File: src/design/assert_macros.svh
// Assertion helpers; clk_i and rst_ni must be visible where these are used.
`ifndef ASSERT_MACROS_SVH
`define ASSERT_MACROS_SVH

// Same-cycle implication.
`define ASSERT_IMP(name, pre, post) \
  name: assert property (@(posedge clk_i) disable iff (!rst_ni) (pre) |-> (post)) \
    else $error("check failed");

// Next-cycle implication.
`define ASSERT_NEXT(name, pre, post) \
  name: assert property (@(posedge clk_i) disable iff (!rst_ni) (pre) |=> (post)) \
    else $error("check failed");

`endif

File: src/design/mdc_pkg.sv
package mdc_pkg;

  localparam int unsigned ENTRY_W      = 16;
  localparam int unsigned DET_W        = 64;
  localparam int unsigned CHUNK_W      = 16;
  localparam int unsigned CFG_W        = 3;
  localparam int unsigned MAX_SIZE_DEF = 4;
  localparam logic [CFG_W-1:0] SIZE_RESET = 3'd3;

  localparam int unsigned APB_AW = 3;
  localparam int unsigned APB_DW = 32;
  localparam logic REG_MATRIX_SIZE = 1'b0;

  localparam int unsigned UPC_W = 4;
  typedef logic [UPC_W-1:0] upc_t;

  localparam upc_t U_WAIT    = 4'd0;
  localparam upc_t U_INIT    = 4'd1;
  localparam upc_t U_ROW     = 4'd2;
  localparam upc_t U_COLTEST = 4'd3;
  localparam upc_t U_FETCH   = 4'd4;
  localparam upc_t U_LOAD    = 4'd5;
  localparam upc_t U_MAC     = 4'd6;
  localparam upc_t U_ACC     = 4'd7;
  localparam upc_t U_NEXT    = 4'd8;
  localparam upc_t U_STORE   = 4'd9;
  localparam upc_t U_HOLD    = 4'd10;
  localparam upc_t U_EMIT    = 4'd11;

  typedef enum logic [3:0] {
    OP_NOP,
    OP_INIT,
    OP_ROW,
    OP_FETCH,
    OP_LOAD,
    OP_MAC,
    OP_ACC,
    OP_NEXT,
    OP_STORE,
    OP_EMIT
  } uop_e;

  typedef enum logic [2:0] {
    C_NEVER,
    C_ALWAYS,
    C_NOT_START,
    C_COL_OUT,
    C_MORE_CHUNKS,
    C_MORE_COLS,
    C_MORE_MASKS,
    C_OUT_BUSY
  } ucond_e;

  typedef struct packed {
    uop_e   op;
    ucond_e cond;
    upc_t   target;
  } ucw_t;

  // Jump to target when cond holds, else advance by one.
  function automatic ucw_t ucode_rom(input upc_t upc);
    ucw_t w;
    case (upc)
      U_WAIT:    w = '{OP_NOP,   C_NOT_START,   U_WAIT};
      U_INIT:    w = '{OP_INIT,  C_NEVER,       U_WAIT};
      U_ROW:     w = '{OP_ROW,   C_NEVER,       U_WAIT};
      U_COLTEST: w = '{OP_NOP,   C_COL_OUT,     U_NEXT};
      U_FETCH:   w = '{OP_FETCH, C_NEVER,       U_WAIT};
      U_LOAD:    w = '{OP_LOAD,  C_NEVER,       U_WAIT};
      U_MAC:     w = '{OP_MAC,   C_MORE_CHUNKS, U_MAC};
      U_ACC:     w = '{OP_ACC,   C_NEVER,       U_WAIT};
      U_NEXT:    w = '{OP_NEXT,  C_MORE_COLS,   U_COLTEST};
      U_STORE:   w = '{OP_STORE, C_MORE_MASKS,  U_ROW};
      U_HOLD:    w = '{OP_NOP,   C_OUT_BUSY,    U_HOLD};
      U_EMIT:    w = '{OP_EMIT,  C_ALWAYS,      U_WAIT};
      default:   w = '{OP_NOP,   C_ALWAYS,      U_WAIT};
    endcase
    return w;
  endfunction

endpackage

File: src/design/matrix_determinant_cofactor.sv
// Determinant of an n-by-n matrix of signed 16-bit entries, n = 1..MAX_SIZE.
// Input stream: one entry per request on s_axis, row-major; one entry per cycle
// while the sequencer is idle. Output stream: one request per matrix on m_axis,
// tdata = exact determinant saturated to 64 bits, tuser = overflow flag.
// APB register 0 (address 0) holds matrix_size; a write drops a partial matrix.
// Sizes 0 and above MAX_SIZE act as 1 and MAX_SIZE.
// After the last entry a microcoded sequencer evaluates the cofactor expansion
// bottom-up over column subsets, one minor memory word per subset. Each term is
// a wide-by-entry product built from C = max(MAX_SIZE+1, 5) chunk multiplies on
// one 17x17 multiplier. No entry is taken while the sequencer runs; the next
// matrix loads while the result waits in the output register. A stalled
// receiver holds the result and, if the next matrix finishes first, holds the
// sequencer before its emit step.
// Reset clears the entry count, sets matrix_size to 3 and empties the output.
`include "assert_macros.svh"

module matrix_determinant_cofactor
  import mdc_pkg::*;
#(
  parameter int unsigned MAX_SIZE = MAX_SIZE_DEF
) (
  input  logic                clk_i,
  input  logic                rst_ni,
  input  logic                s_axis_tvalid,
  output logic                s_axis_tready,
  input  logic [ENTRY_W-1:0]  s_axis_tdata,   // [15:0] entry_value
  output logic                m_axis_tvalid,
  input  logic                m_axis_tready,
  output logic [DET_W-1:0]    m_axis_tdata,   // [63:0] determinant
  output logic [0:0]          m_axis_tuser,   // [0] overflow
  input  logic                psel,
  input  logic                penable,
  input  logic                pwrite,
  input  logic [APB_AW-1:0]   paddr,
  input  logic [APB_DW-1:0]   pwdata,
  output logic [APB_DW-1:0]   prdata,
  output logic                pready
);

  localparam int unsigned DEPTH   = MAX_SIZE * MAX_SIZE;
  localparam int unsigned ADDR_W  = (DEPTH > 1) ? $clog2(DEPTH) : 1;
  localparam int unsigned CNT_W   = $clog2(DEPTH + 1);
  localparam int unsigned N_W     = $clog2(MAX_SIZE + 1);
  localparam int unsigned COL_W   = (MAX_SIZE > 1) ? $clog2(MAX_SIZE) : 1;
  localparam int unsigned NCHUNK  = (MAX_SIZE + 1 > 5) ? MAX_SIZE + 1 : 5;
  localparam int unsigned ACC_W   = CHUNK_W * NCHUNK;
  localparam int unsigned K_W     = $clog2(NCHUNK);
  localparam int unsigned MDEPTH  = 2 ** MAX_SIZE;
  localparam int unsigned PROD_W  = 2 * (CHUNK_W + 1);
  localparam int unsigned RA_W    = 2 * N_W + 1;

  // control registers
  upc_t                upc_q, upc_d;
  logic [CNT_W-1:0]    cnt_q;
  logic [CFG_W-1:0]    size_q;
  logic [MAX_SIZE-1:0] mask_q;
  logic [COL_W-1:0]    col_q;
  logic                neg_q;
  logic [K_W-1:0]      k_q;
  logic                m_valid_q;

  // datapath registers
  logic [ACC_W-1:0]          sum_q;
  logic [ACC_W-1:0]          term_q;
  logic [ACC_W-1:0]          term_d;
  logic [ACC_W-1:0]          mdat_q;
  logic [ACC_W-1:0]          rd_q;
  logic [ENTRY_W-1:0]        ent_rd_q;
  logic signed [ENTRY_W:0]   ent_q;
  logic [DET_W-1:0]          det_q;
  logic                      ovf_q;

  logic [ENTRY_W-1:0] entry_store [DEPTH];
  logic [ACC_W-1:0]   minor_mem   [MDEPTH];

  ucw_t                ucw;
  logic                jump;
  logic                in_acc;
  logic                start;
  logic                cfg_we;
  logic [N_W-1:0]      n_w;
  logic [2*N_W-1:0]    nn_full;
  logic [CNT_W-1:0]    nn;
  logic [N_W-1:0]      pop;
  logic [N_W-1:0]      row;
  logic [RA_W-1:0]     eaddr_full;
  logic [ADDR_W-1:0]   eaddr;
  logic [MAX_SIZE-1:0] colbit;
  logic [MAX_SIZE-1:0] full;
  logic [MAX_SIZE-1:0] raddr;
  logic                col_in;
  logic signed [ENTRY_W:0]   ent_x;
  logic signed [ENTRY_W:0]   ent_signed;
  logic [CHUNK_W-1:0]        top;
  logic signed [CHUNK_W:0]   chunk_s;
  logic signed [PROD_W-1:0]  prod;
  logic signed [ACC_W-1:0]   prod_x;
  logic                      mem_we;
  logic [MAX_SIZE-1:0]       mem_waddr;
  logic [ACC_W-1:0]          mem_wdata;
  logic [ACC_W-DET_W:0]      hi_bits;
  logic                      fits;
  logic [DET_W-1:0]          det_sat;

  // size, handshakes
  always_comb begin
    if (size_q == '0) begin
      n_w = N_W'(1);
    end else if (size_q > CFG_W'(MAX_SIZE)) begin
      n_w = N_W'(MAX_SIZE);
    end else begin
      n_w = N_W'(size_q);
    end
  end

  assign nn_full       = (2*N_W)'(n_w) * (2*N_W)'(n_w);
  assign nn            = CNT_W'(nn_full);
  assign s_axis_tready = (upc_q == U_WAIT);
  assign in_acc        = s_axis_tvalid & s_axis_tready;
  assign start         = in_acc && (cnt_q == nn - CNT_W'(1));
  assign cfg_we        = psel & penable & pwrite & pready & (paddr[2] == REG_MATRIX_SIZE);
  assign pready        = 1'b1;
  assign prdata        = (paddr[2] == REG_MATRIX_SIZE) ? APB_DW'(size_q) : '0;

  // subset addressing
  always_comb begin
    pop = '0;
    for (int i = 0; i < MAX_SIZE; i++) begin
      pop       = pop + N_W'(mask_q[i]);
      colbit[i] = (col_q == COL_W'(i));
      full[i]   = (i < int'(n_w));
    end
  end

  assign row        = n_w - pop;
  assign eaddr_full = RA_W'(row) * RA_W'(n_w) + RA_W'(col_q);
  assign eaddr      = eaddr_full[ADDR_W-1:0];
  assign raddr      = mask_q & ~colbit;
  assign col_in     = |(mask_q & colbit);

  // entry with cofactor sign
  assign ent_x      = {ent_rd_q[ENTRY_W-1], ent_rd_q};
  assign ent_signed = neg_q ? -ent_x : ent_x;

  // chunk multiply, most significant chunk first
  assign top     = mdat_q[ACC_W-1 -: CHUNK_W];
  assign chunk_s = (k_q == '0) ? {top[CHUNK_W-1], top} : {1'b0, top};
  assign prod    = chunk_s * ent_q;
  assign prod_x  = ACC_W'(prod);
  assign term_d  = (term_q << CHUNK_W) + prod_x;

  // saturation
  assign hi_bits = sum_q[ACC_W-1:DET_W-1];
  assign fits    = (&hi_bits) | ~(|hi_bits);
  assign det_sat = fits ? sum_q[DET_W-1:0] :
                   (sum_q[ACC_W-1] ? {1'b1, {(DET_W-1){1'b0}}} :
                                     {1'b0, {(DET_W-1){1'b1}}});

  // minor memory write port
  assign mem_we    = (ucw.op == OP_INIT) || (ucw.op == OP_STORE);
  assign mem_waddr = (ucw.op == OP_INIT) ? '0 : mask_q;
  assign mem_wdata = (ucw.op == OP_INIT) ? ACC_W'(1) : sum_q;

  // sequencer
  always_comb begin
    ucw = ucode_rom(upc_q);
    case (ucw.cond)
      C_NEVER:       jump = 1'b0;
      C_ALWAYS:      jump = 1'b1;
      C_NOT_START:   jump = !start;
      C_COL_OUT:     jump = !col_in;
      C_MORE_CHUNKS: jump = (k_q != K_W'(NCHUNK - 1));
      C_MORE_COLS:   jump = (N_W'(col_q) != n_w - N_W'(1));
      C_MORE_MASKS:  jump = (mask_q != full);
      C_OUT_BUSY:    jump = m_valid_q & !m_axis_tready;
      default:       jump = 1'b0;
    endcase
    upc_d = jump ? ucw.target : upc_q + UPC_W'(1);
  end

  always_ff @(posedge clk_i or negedge rst_ni) begin
    if (!rst_ni) begin
      upc_q     <= U_WAIT;
      cnt_q     <= '0;
      size_q    <= SIZE_RESET;
      mask_q    <= '0;
      col_q     <= '0;
      neg_q     <= 1'b0;
      k_q       <= '0;
      m_valid_q <= 1'b0;
    end else begin
      upc_q <= upc_d;
      if (cfg_we) begin
        size_q <= pwdata[CFG_W-1:0];
        cnt_q  <= '0;
      end else if (in_acc) begin
        cnt_q <= start ? '0 : cnt_q + CNT_W'(1);
      end
      case (ucw.op)
        OP_INIT:  mask_q <= MAX_SIZE'(1);
        OP_ROW: begin
          col_q <= '0;
          neg_q <= 1'b0;
        end
        OP_FETCH: k_q    <= '0;
        OP_MAC:   k_q    <= k_q + K_W'(1);
        OP_ACC:   neg_q  <= !neg_q;
        OP_NEXT:  col_q  <= col_q + COL_W'(1);
        OP_STORE: mask_q <= mask_q + MAX_SIZE'(1);
        default: ;
      endcase
      if (ucw.op == OP_EMIT) begin
        m_valid_q <= 1'b1;
      end else if (m_axis_tready) begin
        m_valid_q <= 1'b0;
      end
    end
  end

  always_ff @(posedge clk_i) begin
    if (in_acc) begin
      entry_store[cnt_q[ADDR_W-1:0]] <= s_axis_tdata;
    end
    ent_rd_q <= entry_store[eaddr];
  end

  always_ff @(posedge clk_i) begin
    if (mem_we) begin
      minor_mem[mem_waddr] <= mem_wdata;
    end
    rd_q <= minor_mem[raddr];
  end

  always_ff @(posedge clk_i) begin
    case (ucw.op)
      OP_ROW: sum_q <= '0;
      OP_FETCH: begin
        ent_q  <= ent_signed;
        term_q <= '0;
      end
      OP_LOAD: mdat_q <= rd_q;
      OP_MAC: begin
        term_q <= term_d;
        mdat_q <= mdat_q << CHUNK_W;
      end
      OP_ACC: sum_q <= sum_q + term_q;
      OP_EMIT: begin
        det_q <= det_sat;
        ovf_q <= !fits;
      end
      default: ;
    endcase
  end

  assign m_axis_tvalid = m_valid_q;
  assign m_axis_tdata  = det_q;
  assign m_axis_tuser  = ovf_q;

  `ASSERT_IMP(a_run_count_clear, upc_q != U_WAIT, cnt_q == '0)
  `ASSERT_NEXT(a_emit_valid, ucw.op == OP_EMIT, m_axis_tvalid)
  `ASSERT_IMP(a_row_mask_set, upc_q == U_ROW, mask_q != '0)
  `ASSERT_IMP(a_mac_bound, upc_q == U_MAC, int'(k_q) < NCHUNK)

endmodule
File: config.mk
export PLATFORM = sky130hd
export DESIGN_NAME = matrix_determinant_cofactor
export DESIGN_NICKNAME = d
export VERILOG_FILES = /design/src/design/mdc_pkg.sv /design/src/design/matrix_determinant_cofactor.sv
export VERILOG_INCLUDE_DIRS = /design/src /design/src/design
export SDC_FILE = /design/constraint.sdc
export NUM_CORES = 2
export LEC_CHECK = 0
export BUFFER_PORTS_ARGS = -buffer_cell sky130_fd_sc_hd__buf_2
export CORE_MARGIN = 2
export CORE_UTILIZATION = 52
export DETAILED_ROUTE_END_ITERATION = 7
export PLACE_DENSITY_LB_ADDON = 0.25
export SETUP_SLACK_MARGIN = 0.1
export SKIP_CTS_REPAIR_TIMING = 1
export SYNTH_ARGS = -nofsm -noshare
export SYNTH_HDL_FRONTEND = slang
export SYNTH_SLANG_ARGS = --single-unit
File: constraint.sdc
create_clock -name clk_i -period 27.5 [get_ports clk_i]
set_clock_uncertainty 0.15 [all_clocks]
set_input_delay 1.375 -clock clk_i [delete_from_list [all_inputs] [get_ports clk_i]]
set_output_delay 1.375 -clock clk_i [all_outputs]
set_load 0.03 [all_outputs]
# Yosys cells after proc, flatten, opt, wreduce, memory -nomap -nowiden
# Memory sizes are Yosys's and may differ from the RTL's. A register that Yosys moved wholly into a read port is not among the register bits.
# Cells that the tools add are included.
[op_classes]
n_eq_ne = 23
multipliers = 3
order_cmp = 5
n_addsub = 15
muxes = 27
reduce_logical = 22
n_bitwise = 11
[ops]
columns = ["operator", "n"]
rows = [
  ["case mux 80 bit (2 select lines)", 3],
  ["adder 80 bit", 2],
  ["two-way mux 64 bit", 2],
  ["two-way mux 80 bit", 1],
  ["multiplier 17 x 17 -> 34 bit", 1],
  ["two-way mux 17 bit", 2],
  ["negation 16 -> 17 bit", 1],
  ["AND reduction 17 bit", 1],
  ["OR reduction 17 bit", 1],
  ["== test 4 x 3 -> 1 bit (second input constant)", 4],
  ["two-way mux 5 bit", 3],
  ["nonzero test 2 bit", 7],
  ["== test 3 bit (second input constant)", 4],
  ["logical NOT 3 bit", 3],
  ["two-way mux 3 bit", 3],
  ["adder 4 x 1 -> 4 bit (second input constant)", 2],
  ["AND 4 bit", 2],
  ["== test 4 x 2 -> 1 bit (second input constant)", 2],
  ["== test 4 bit (second input constant)", 2],
  ["two-way mux 4 bit", 2],
  ["case mux 1 bit (8 select lines)", 1],
  ["case mux 4 bit (2 select lines)", 1],
  ["== test 3 x 2 -> 1 bit (second input constant)", 2],
  ["< comparator 1 x 3 -> 1 bit (first input constant)", 2],
  ["other kinds (36)", 52],
]
[totals]
out_inout_bits = 100
mem_count = 3
ff_bits = 345
ram_bits = 1536
elab_cells = 123
romBits = 176
in_bits = 58
[memory_table]
columns = ["name", "words", "width", "rd", "rd_ports_with_merged_regs", "wr", "line", "rtl"]
rows = [
  ["minor_mem", 16, 80, 1, 1, 1, "matrix_determinant_cofactor.sv:74", "logic [ACC_W-1:0] minor_mem [MDEPTH];"],
  ["entry_store", 16, 16, 1, 1, 1, "matrix_determinant_cofactor.sv:73", "logic [ENTRY_W-1:0] entry_store [DEPTH];"],
  ["(no name shown)", 16, 11, 1, 0, 0, "mdc_pkg.sv:63", "case (upc)"],
]

# Longest topological paths before layout
[depth]
ltp_word = 10
mapped_depth = 39
mapped_depth_nobuf = 37

# Worst setup path after synthesis
# OpenSTA, ideal clock, no wires.
[synth_path]
path_kind = "register -> register"
startpoint = "register k_q[0]"
endpoint = "register term_q[59] (data pin)"
required_ns = 27.084
setup_ns = 0.266
synth_period_minus_slack_ns = 11.316
path_slack_ns = 16.184
stages_incl_launch_ff = 39
n_path_buf = 4
arrival_time_ns = 10.900
cell_sequence = "dfrtp_1 > inv_1 > ha_1 > and3b_1 > clkbuf_1 > clkbuf_1 > nand2_1 > fa_1 > inv_1 > fa_1 > clkbuf_1 > xnor2_1 > xnor2_1 > fa_1 > fa_1 > inv_1 > fa_1 > inv_1 > [3 not listed] > a21oi_1 > nor2_1 > a211oi_1 > o41ai_1 > a21oi_1 > xor2_1 > ha_1 > buf_2 > a211o_1 > o221a_2 > o31ai_1 > a22o_1 > and2_1 > o22ai_1 > a211o_1 > a221oi_1 > xor2_1 > nor2_1"
[synth_via]
elab_chain_len = 5
[synth_lines]
columns = ["element", "line", "rtl"]
rows = [
  ["start, declared", "matrix_determinant_cofactor.sv:59", "logic [K_W-1:0] k_q;"],
  ["start signal, assigned", "matrix_determinant_cofactor.sv:206", "OP_MAC: k_q <= k_q + K_W'(1);"],
  ["logical NOT 3 bit", "matrix_determinant_cofactor.sv:147", "assign chunk_s = (k_q == '0) ? {top[CHUNK_W-1], top} : {1'b0, top};"],
  ["two-way mux 17 bit", "matrix_determinant_cofactor.sv:147", ""],
  ["multiplier 17 x 17 -> 34 bit", "matrix_determinant_cofactor.sv:148", "assign prod = chunk_s * ent_q;"],
  ["adder 80 bit", "matrix_determinant_cofactor.sv:150", "assign term_d = (term_q << CHUNK_W) + prod_x;"],
  ["case mux 80 bit (2 select lines)", "matrix_determinant_cofactor.sv:235", "case (ucw.op)"],
  ["end signal, assigned", "matrix_determinant_cofactor.sv:243", "term_q <= term_d;"],
  ["end, declared", "matrix_determinant_cofactor.sv:64", "logic [ACC_W-1:0] term_q;"],
]
# No other way between the ends.
# A chain may end at the register's enable or synchronous reset.

# Final worst setup path
[layout_path]
startpoint = "register mdat_q[79]"
endpoint = "register term_q[77] (data pin)"
[layout_via]
elab_chain_len = 4
[layout_lines]
columns = ["element", "line", "rtl"]
rows = [
  ["start, declared", "matrix_determinant_cofactor.sv:66", "logic [ACC_W-1:0] mdat_q;"],
  ["start signal, assigned", "matrix_determinant_cofactor.sv:241", "OP_LOAD: mdat_q <= rd_q;"],
  ["start signal, assigned", "matrix_determinant_cofactor.sv:244", "mdat_q <= mdat_q << CHUNK_W;"],
  ["two-way mux 17 bit", "matrix_determinant_cofactor.sv:147", ""],
  ["multiplier 17 x 17 -> 34 bit", "matrix_determinant_cofactor.sv:148", ""],
  ["adder 80 bit", "matrix_determinant_cofactor.sv:150", ""],
  ["case mux 80 bit (2 select lines)", "matrix_determinant_cofactor.sv:235", ""],
]
# No other way between the ends.

==> results.json <==
{
  "outcome": "completed",
  "synth.most_common_cell": "edfxtp_1",
  "drv_cap": 0,
  "worst_slew_pin_slew_ns": 1.19,
  "grt_overflow": 0,
  "cts_tree": "done",
  "min_from": "rd_q[22]",
  "r2r-end": "term_q[77]",
  "clock_latency_ns": 0.85,
  "min_path_type": "flip-flop to flip-flop",
  "drt_iter0_markers": 5295,
  "hpwl_mm": 150,
  "min_period_ns": 12.39,
  "grt_max_degree": 124,
  "max_stage_delay_ns": 0.87,
  "grt_antenna_before_repair": 10,
  "cp-end-kind": "flip-flop",
  "synth_edf_count": 1858,
  "dr_total_vias": 53900,
  "rrSetupSlack_ns": 15.11,
  "yosys_warnings": 0,
  "path_clk_slew_ns": 0.06,
  "holdPathEnd": "mdat_q[22]",
  "ys_types": 87,
  "grt_usage_pct": 26.1,
  "required_ns": 27.86,
  "timing.setup.tns_ns": 0,
  "fp.dieH_um": 430,
  "yosys-top-cells-count": "edfxtp_1 (1858), nand2_1 (643), mux4_2 (400)",
  "drtPass1Iterations": 7,
  "hold_ws_ns": 0.327,
  "drv_slew": 0,
  "crit_buf_inv": 4,
  "pre_cts_slack_ns": 15.25,
  "r2r-start": "mdat_q[79]",
  "antenna_left": 0,
  "area_growth_pct": 10.2,
  "maxClockFrequency_mhz": 80.7,
  "routed_via_density": 6.06,
  "synthTopCellsByArea": "edfxtp_1 (59%), mux4_2 (9.5%), fa_1 (6.3%)",
  "wl_mm": 240,
  "gp_congestion": 0.920,
  "critical_path.most_common_cell": "fa_1",
  "path_class": "flip-flop to flip-flop",
  "synth-main-ff-cell": "edfxtp_1",
  "critPathArrivalTime_ns": 12.75,
  "drc_errors": 0,
  "avgSynthCellArea_sq_um": 15.0,
  "fin_nets": 6964,
  "synth_top_area_share_pct": 59.1,
  "dieArea_sq_mm": 0.185,
  "synth_cells": 6293,
  "wl_per_cell_um": 27.0,
  "hold_viol": 0,
  "die_x_um": 430,
  "grt_pass1_vias": 54700,
  "port_buffers": 96,
  "syn_area_sq_mm": 0.0944,
  "slew_headroom_pct": 20.8,
  "cp-start-kind": "flip-flop",
  "async_flop_share_pct": 1.16,
  "core-area_sq_mm": 0.181,
  "boundaryPins": 158,
  "slowest_stage": "edfxtp_1",
  "ctsRootBufferMaster": "clkbuf_16",
  "cts_made_buffers": 195,
  "setup-violations-final": 0,
  "grt_setup_unrepaired": "no",
  "crit_fanout": 50,
  "path_delay_family": "adder cells",
  "clock_sinks": 1977,
  "ys_seq_area_share_pct": 61.7,
  "drive_gt1_share_pct": 14.6,
  "yosys_register_bits": 1977,
  "rows": 156,
  "cts.htree.levels": 4,
  "worstHoldPathCells": 2,
  "cts_buffer_depth": 3,
  "synth_top_area_cell": "edfxtp_1",
  "grt_first_pass_wirelength_mm": 355,
  "period_share_pct": 45.1,
  "fin_ws_ns": 15.11,
  "ff2ff_path_depth": 33,
  "initial_core_util_pct": 52.3
}
stage by stage:
| stage | util [%] | area, sq um | std cells |
|---|---|---|---|
| after CTS | 57.6 | 104000 | 8887 |
| after global placement | 54.0 | 97400 | 8519 |
| after detailed placement | 54.0 | 97400 | 8519 |
| after global routing | 57.6 | 104000 | 8888 |
| after floorplan | - | 94500 | 6321 |
| final | 57.6 | 104000 | 8892 |
worst max-delay path by stage:
stage	start	endpoint	slack, ns	depth (start not counted)
2_1_floorplan	k_q[0]	term_q[59]	16.18	38
3_3_place_gp	mdat_q[79]	term_q[77]	15.29	33
3_5_place_dp	mdat_q[79]	term_q[77]	15.25	33
4_1_cts	mdat_q[79]	term_q[77]	15.17	33
5_1_grt	mdat_q[79]	term_q[77]	14.51	33
6_report	mdat_q[79]	term_q[77]	15.11	33
cell usage in the layout, fill, tap and decap left out, types with 20 or more instances in the layout:
cell and count:
nand2_1 642, clkbuf_1 39, clkbuf_16 196, conb_1 30
dfxtp_1 96, o21bai_1 33, o21a_1 25, nor3_1 48
buf_4 73, and2_1 338, nor2_1 259, fa_1 299
edfxtp_1 1858, and3_1 24, nand2b_1 20, clkinv_2 39
inv_1 383, nor2b_1 34, a21oi_1 186, buf_2 96
o21ai_0 121, clkinv_1 22, o31ai_1 23, a21o_1 166
ha_1 259, nand4_1 50, nand3_1 50, a31oi_1 96
mux4_2 400, xnor2_1 111, xor2_1 68, dfrtp_1 21
a211oi_1 106
cell families after synthesis:
logic type,Yosys count,synth area share [%]
compound gates,871,6.17
xor+xnor,182,1.70
fa+ha+maj,566,9.86
buf+inv,731,3.07
flops,1977,61.7
mux,410,9.65
other cells,2,0.00795
simple gates,1554,7.80
worst register-to-register path: cells and delay by family, from the launching register on:
| kind | cells | cell delay [ns] |
|---|---|---|
| adders and majority gates | 7 | 3.61 |
| xor gates and xnor gates | 3 | 1.25 |
| buffers and inverters | 4 | 0.82 |
| AOI/OAI and AO/OA | 13 | 3.48 |
| DFF | 1 | 0.87 |
| and+or+nand+nor | 6 | 1.87 |
flip-flops by register name, indices dropped and copies added (netlist names):
register and flops:
term_q 80, ent_q 17, m_axis_tvalid 1, minor_mem 1280
ent_rd_q 16, m_axis_tuser 1, size_q 3, entry_store 256
mask_q 4, mdat_q 80, cnt_q 5, rd_q 80
m_axis_tdata 64, upc_q 4, neg_q 1, k_q 3
col_q 2, sum_q 80
layout make-up:
cell class | instances | area, sq um
flip-flops and latches | 1977 | 58300
diodes | 5 | 12.5
well taps | 2370 | 2970
clock buffers | 254 | 5310
repair buffers | 173 | 1110
clock inverters | 114 | 1330
inverters | 386 | 1450
fillers | 13900 | 76500
multi-input cells | 3613 | 33600
layer usage:
| metal | share of wire (%) | wire, um | track usage [%] | vias to the layer above |
|---|---|---|---|---|
| met5 | 0.017 | 41 | 0 | - |
| met4 | 2.8 | 6780 | 7.86 | 6 |
| met2 | 50 | 119000 | 43.6 | 2015 |
| li1 | - | - | - | 23500 |
| met1 | 40 | 96700 | 35.5 | 28100 |
| met3 | 7.1 | 17100 | 4.11 | 367 |
Power is left out: the tool's default activity adds up to more than one toggle a clock period on the data nets, which glitch-free logic cannot reach.
